<file path="src/hdl/cfc_pkg.sv">
// shared types, constants and the rounding helper of the complex fir convolver
package cfc_pkg;

  localparam int TAPS_DEF = 256;

  localparam int SAMPLE_W = 16;
  localparam int ACC_W    = 40;
  localparam int PROD_W   = 33;
  localparam int COUNT_W  = 9;
  localparam int INDEX_W  = 8;

  localparam logic [1:0] KIND_SAMPLE = 2'd0;
  localparam logic [1:0] KIND_DRAIN  = 2'd1;
  localparam logic [1:0] KIND_LOAD   = 2'd2;

  // per-cell control from the sequencer
  typedef struct packed {
    logic mul_en;
    logic acc_en;
    logic coef_we;
    logic active;
  } cell_ctrl_t;

  // round half up at bit 15 and saturate a 40-bit sum to q1.15
  function automatic logic signed [SAMPLE_W-1:0] round_sat(
    input logic signed [ACC_W-1:0] v
  );
    logic signed [ACC_W:0] t;
    logic signed [ACC_W-15:0] q;
    t = (ACC_W+1)'(v) + (ACC_W+1)'(16384);
    q = (ACC_W-14)'(t >>> 15);
    if (q > (ACC_W-14)'(32767)) begin
      return 16'sh7fff;
    end else if (q < -(ACC_W-14)'(32768)) begin
      return 16'sh8000;
    end
    return SAMPLE_W'(q);
  endfunction

endpackage

</file>
<file path="src/hdl/cfc_cell.sv">
// one tap cell: coefficient, complex product and pending partial sum
module cfc_cell (
  input  logic                                      clk_i,
  input  logic                                      rst_ni,
  input  cfc_pkg::cell_ctrl_t                       ctrl_i,
  input  logic signed [cfc_pkg::SAMPLE_W-1:0]       x_re_i,
  input  logic signed [cfc_pkg::SAMPLE_W-1:0]       x_im_i,
  input  logic signed [cfc_pkg::SAMPLE_W-1:0]       coef_re_i,
  input  logic signed [cfc_pkg::SAMPLE_W-1:0]       coef_im_i,
  input  logic signed [cfc_pkg::ACC_W-1:0]          psum_re_i,
  input  logic signed [cfc_pkg::ACC_W-1:0]          psum_im_i,
  output logic signed [cfc_pkg::ACC_W-1:0]          sum_re_o,
  output logic signed [cfc_pkg::ACC_W-1:0]          sum_im_o
);

  logic signed [cfc_pkg::SAMPLE_W-1:0] h_re_q, h_im_q;
  logic signed [cfc_pkg::PROD_W-1:0]   prod_re_q, prod_re_d;
  logic signed [cfc_pkg::PROD_W-1:0]   prod_im_q, prod_im_d;
  logic signed [cfc_pkg::ACC_W-1:0]    psum_re_q, psum_im_q;
  logic signed [2*cfc_pkg::SAMPLE_W-1:0] p_rr, p_ii, p_ri, p_ir;

  assign p_rr = x_re_i * h_re_q;
  assign p_ii = x_im_i * h_im_q;
  assign p_ri = x_re_i * h_im_q;
  assign p_ir = x_im_i * h_re_q;

  assign prod_re_d = cfc_pkg::PROD_W'(p_rr) - cfc_pkg::PROD_W'(p_ii);
  assign prod_im_d = cfc_pkg::PROD_W'(p_ri) + cfc_pkg::PROD_W'(p_ir);

  // pending sum plus this tap's contribution, wrapping at 40 bits
  always_comb begin
    sum_re_o = psum_re_q;
    sum_im_o = psum_im_q;
    if (ctrl_i.active) begin
      sum_re_o = psum_re_q + cfc_pkg::ACC_W'(prod_re_q);
      sum_im_o = psum_im_q + cfc_pkg::ACC_W'(prod_im_q);
    end
  end

  always_ff @(posedge clk_i or negedge rst_ni) begin
    if (!rst_ni) begin
      h_re_q    <= '0;
      h_im_q    <= '0;
      prod_re_q <= '0;
      prod_im_q <= '0;
      psum_re_q <= '0;
      psum_im_q <= '0;
    end else begin
      if (ctrl_i.coef_we) begin
        h_re_q <= coef_re_i;
        h_im_q <= coef_im_i;
      end
      if (ctrl_i.mul_en) begin
        prod_re_q <= prod_re_d;
        prod_im_q <= prod_im_d;
      end
      // shift toward cell zero: take the neighbor's updated sum
      if (ctrl_i.acc_en) begin
        psum_re_q <= psum_re_i;
        psum_im_q <= psum_im_i;
      end
    end
  end

endmodule

</file>
<file path="config.mk">
export PLATFORM = sky130hd
export DESIGN_NAME = cfc_cell
export DESIGN_NICKNAME = d
export VERILOG_FILES = /design/src/hdl/cfc_pkg.sv /design/src/hdl/cfc_cell.sv
export SDC_FILE = /design/constraint.sdc
export NUM_CORES = 2
export LEC_CHECK = 0
export ABC_AREA = 1
export ABC_CLOCK_PERIOD_IN_PS = 13000
export BUFFER_PORTS_ARGS = -buffer_cell sky130_fd_sc_hd__buf_2
export CAP_MARGIN = 20
export CORE_MARGIN = 2
export CORE_UTILIZATION = 65
export CTS_BUF_LIST = sky130_fd_sc_hd__clkbuf_8 sky130_fd_sc_hd__clkbuf_16
export DETAILED_ROUTE_END_ITERATION = 12
export PLACE_DENSITY_LB_ADDON = 0.15
export SYNTH_ARGS = -nofsm -noshare
export SYNTH_HDL_FRONTEND = slang
export SYNTH_SLANG_ARGS = --single-unit
</file>
<file path="constraint.sdc">
create_clock -name clk_i -period 13 [get_ports clk_i]
set_clock_uncertainty 0.1 [all_clocks]
set_input_delay 2.6 -clock clk_i [delete_from_list [all_inputs] [get_ports clk_i]]
set_output_delay 2.6 -clock clk_i [all_outputs]
set_load 0.005 [all_outputs]
</file>
Yosys cells after proc, flatten, opt, wreduce, memory -nomap -nowiden

Cells that the tools add are included.

Register bits: 178
Input bits: 150
Output and inout bits: 80
Logic and storage cells: 16

$add $sub $neg: 4
Multipliers: 4
Muxes and demuxes: 2

Operators by type and width:

| operator         | count |
|---|---|
| $mul A16 B16 Y32 | 4 |
| $add A40 B33 Y40 | 2 |
| $mux W40         | 2 |
| $add A32 B32 Y33 | 1 |
| $sub A32 B32 Y33 | 1 |

Longest topological paths before layout

Depth after elaboration: 2
Mapped depth: 34
Gate-level depth less buffers: 32

Worst setup path before layout

No wires, ideal clock.

Kind: input-to-reg
Start point: in x_im_i[15] in the netlist's numbering
End point: reg prod_re_q[28] in the netlist's numbering
Data arrival time: 8.937 ns
Data required time: 12.782 ns
Slack: 3.845 ns
Stages on the path: 27
Path buffers: 1
Cell sequence: clkbuf_1 > nand2_1 > inv_1 > fa_1 > inv_1 > fa_1 > fa_1 > inv_1 > fa_1 > inv_1 > fa_1 > inv_1 > fa_1 > inv_1 > fa_1 > inv_1 > fa_1 > inv_1 > ha_1 > nand2_1 > nor2_1 > nand2_1 > or2_2 > nand3_1 > nand2_1 > nand3_1 > nand2_1

Cells in the longest elaborated chain, start to end: 2

Ends and longest elaborated chain:

| what                 | line           | source |
|---|---|---|
| from (decl)          | cfc_cell.sv:7  | `input logic signed [cfc_pkg::SAMPLE_W-1:0] x_im_i,` |
| $mul A16 B16 Y32     | cfc_cell.sv:23 | `assign p_ii = x_im_i * h_im_q;` |
| $sub A32 B32 Y33     | cfc_cell.sv:27 | `assign prod_re_d = cfc_pkg::PROD_W'(p_rr) - cfc_pkg::PROD_W'(p_ii);` |
| to (signal assigned) | cfc_cell.sv:54 | `prod_re_q <= prod_re_d;` |
| to (decl)            | cfc_cell.sv:17 | `logic signed [cfc_pkg::PROD_W-1:0] prod_re_q, prod_re_d;` |

No other way between the ends.
A chain may end at the register's enable or synchronous reset.

Worst setup path after layout

Start point: in x_re_i[15] in the netlist's numbering
End point: reg prod_re_q[26] in the netlist's numbering

Cells in the longest elaborated chain, start to end: 2

Ends and longest elaborated chain:

| what             | line           | source |
|---|---|---|
| from (decl)      | cfc_cell.sv:6  | `input logic signed [cfc_pkg::SAMPLE_W-1:0] x_re_i,` |
| $mul A16 B16 Y32 | cfc_cell.sv:22 | `assign p_rr = x_re_i * h_re_q;` |
| $sub A32 B32 Y33 | cfc_cell.sv:27 |  |

No other way between the ends.

==> impl_results.md <==
* Top post-synthesis cells by count: 2073 x inv_1, 1776 x nand2_1, 1175 x fa_1, 388 x ha_1, 305 x nor2_1
* Largest net degree at the start of global routing at 72
* Combinational family with the most area after synthesis: adder cells
* Routed wl met2 at 72.4 mm
* Nets at 8867
* Max-slew violations at 0
* Worst Path Arrival at 10.03 ns
* Final period utilization at 0.747
* Post-synth EDFFs at 0
* Vias in the first global route at 47261
* Total gr overflow at 0
* Seq cells post-synth at 178
* WL met1 at 61.9 mm
* Core outline area at 0.0847 mm^2
* Clk root buf: clkbuf_16
* Mapped Cells at 7131
* Outcome: complete, no violations
* Sinks on Clock Net at 178
* TritonCTS buffer count at 17
* Crit path max fanout at 32
* Ys flop type: dfrtp_1
* Layout area overhead at 4.67%
* Clock-pin slew on the worst setup and hold paths at 0.09 ns
* Syn Nets at 8844
* Via count at 45131
* H-tree Lvls at 4
* Final WL at 156 mm
* Xor/xnor share of the synthesized area at 0.00791
* Count leader, synth: inv_1
* Cell Area, Synth at 0.0553 mm^2
* Share of the synthesized area in the top cell type at 0.425
* CP Class: input pin to register
* Sequential area share after synthesis at 0.0805
* # DRC at 0
* # setup viols final at 0
* CTS tree: yes
* CTS max path bufs at 2
* RD Place Congestion at 0.985
* Synth Area in Compound Gates at 0.0468
* PortBufs at 229
* Routed length per instance at 18.8 um
* CTS resizes at 0
* Ys Warns at 0
* Max-cap violations at 0
* Asr flop ratio synth at 1.00
* Unrepaired setup endpoints after global routing: no
* Post-layout min period at 9.71 ns
* DIE AREA at 0.0875 mm^2
* Initial antenna violation count at 7
* DR pass1 iterations at 5
* Drt initial violations at 3374
* Top Metal Used: met5
* Hold Path Class: register to register
* Antenna violation net count after detailed routing at 0
* Post-Layout Cell Count at 8315
* WL met3 at 13.0 mm
* Post-CTS Hold Buffers at 0
* Layout cell share with drive strength beyond 1 at 0.0635
* Placed wire-length estimate at 125 mm
* DR vias/cell at 5.43
* Synth top area cells: fa_1 42%, inv_1 14%, nand2_1 12%, ha_1 8.8%, dfrtp_1 8.0%
* Multiplexer share of the synthesized area at 0.0134
* Required time of the critical path at 13.32 ns
* Synth Area per Inst at 7.76 um^2
* Top cell type by total area after synthesis: fa_1
* Die W at 296 um
* First-pass GRT wire length at 252 mm
* Starting Density at 0.653
* Postcts setup bufs at 0
* Site row count at 107
* Final Hold Viols at 0
* Slew margin rel. at 0.245
* Crit end category: register
* Slew @ Worst Pin at 1.13 ns
* Total global-route track usage at 0.378
* Placed insts at 8279
* Synth unique cells at 45
* IO Pins at 230
* Die height at 296 um
* Skew-Pair Late Insertion Delay at 0.55 ns
* F_max at 103 MHz
* Simple-gate share of the synthesized area at 0.179
* Crit start category: input pin
* Adder-cell area share of the yosys netlist at 0.513
* TNS Setup at 0 ns
==> cells by family (layout without fill, tap and decap cells) <==
family | count (synthesis) | after routing
mux | 66 | 66
xor+xnor | 50 | 50
flops | 178 | 178
simple gates | 2449 | 2449
other cells | 0 | 4
compound gates | 476 | 476
buf+inv | 2349 | 2385
fa+ha+maj | 1563 | 1563
==> layer usage <==
layer / track usage / up-vias
met5: 0 / -
met4: 0.185 / 6
met3: 0.0664 / 413
met2: 0.607 / 1880
met1: 0.499 / 22304
li1: - / 20528
==> registers in the layout (all words and copies together), names as in the netlist <==
signal / flops
psum_re_q: 40
h_im_q: 16
h_re_q: 16
psum_im_q: 40
prod_re_q: 33
prod_im_q: 33
==> per-stage QoR <==
stage,worst slack [ns],hold slack (ns),cell area [um^2],util
finish,3.29,0.387,57900,0.684
global route,2.87,0.427,57900,0.684
CTS,3.36,0.389,57900,0.684
detailed placement,2.79,0.366,57300,0.676
global placement,2.84,0.364,57300,0.676
floorplan,3.84,0.348,55300,-
==> final timing paths <==
check | startpoint | endpoint | slack, ns | cells after the start
max in group asynchronous | rst_ni | prod_re_q[26] | 8.72 | 3
hold reg to reg | prod_im_q[2] | prod_im_q[2] | 0.39 | 2
setup / recovery | x_re_i[15] | prod_re_q[26] | 3.29 | 28
hold / removal | prod_im_q[2] | prod_im_q[2] | 0.39 | 2
min in group asynchronous | rst_ni | psum_im_q[31] | 1.94 | 1
setup reg to reg | h_im_q[1] | prod_re_q[23] | 4.89 | 24
==> critical path: stages <==
cell     delay, ns
buf_2         0.64
nand2_1       0.21
inv_1         0.17
fa_1          0.40
inv_1         0.23
fa_1          0.47
inv_1         0.13
fa_1          0.51
inv_1         0.43
fa_1          0.50
inv_1         0.08
fa_1          0.44
fa_1          0.51
fa_1          0.49
inv_1         0.05
fa_1          0.48
inv_1         0.05
ha_1          0.42
nand2_1       0.16
nor2_1        0.17
inv_1         0.09
nor2_1        0.16
nand3_1       0.09
or2_1         0.27
nand3_1       0.07
nand2_1       0.05
nand3_1       0.08
nand2_1       0.07
==> cell usage in the layout, fill, tap and decap left out, types with 31 or more instances in the layout <==
master	synthesis	final
xnor2_1	36	36
mux2_2	66	66
buf_4	0	48
dfrtp_1	178	176
or2_2	31	31
ha_1	388	388
nor2_1	305	305
a21oi_1	165	165
o21ai_0	213	213
buf_2	8	226
nand4_1	56	56
nand3_1	194	194
fa_1	1175	1175
inv_1	2073	2072
nand2_1	1776	1776
==> final cells by class <==
class,count,area [um^2]
clock buffer,17,425
multi-input combinational,4604,42100
tap,1144,1430
sequential,178,4460
fill,7292,26800
clock inverter,15,224
antenna,4,10.0
timing repair buffer,276,1530
inverter,2077,7800
Power is not shown: default switching activity piles up to over one toggle a cycle in this logic, so the estimate is an artifact.
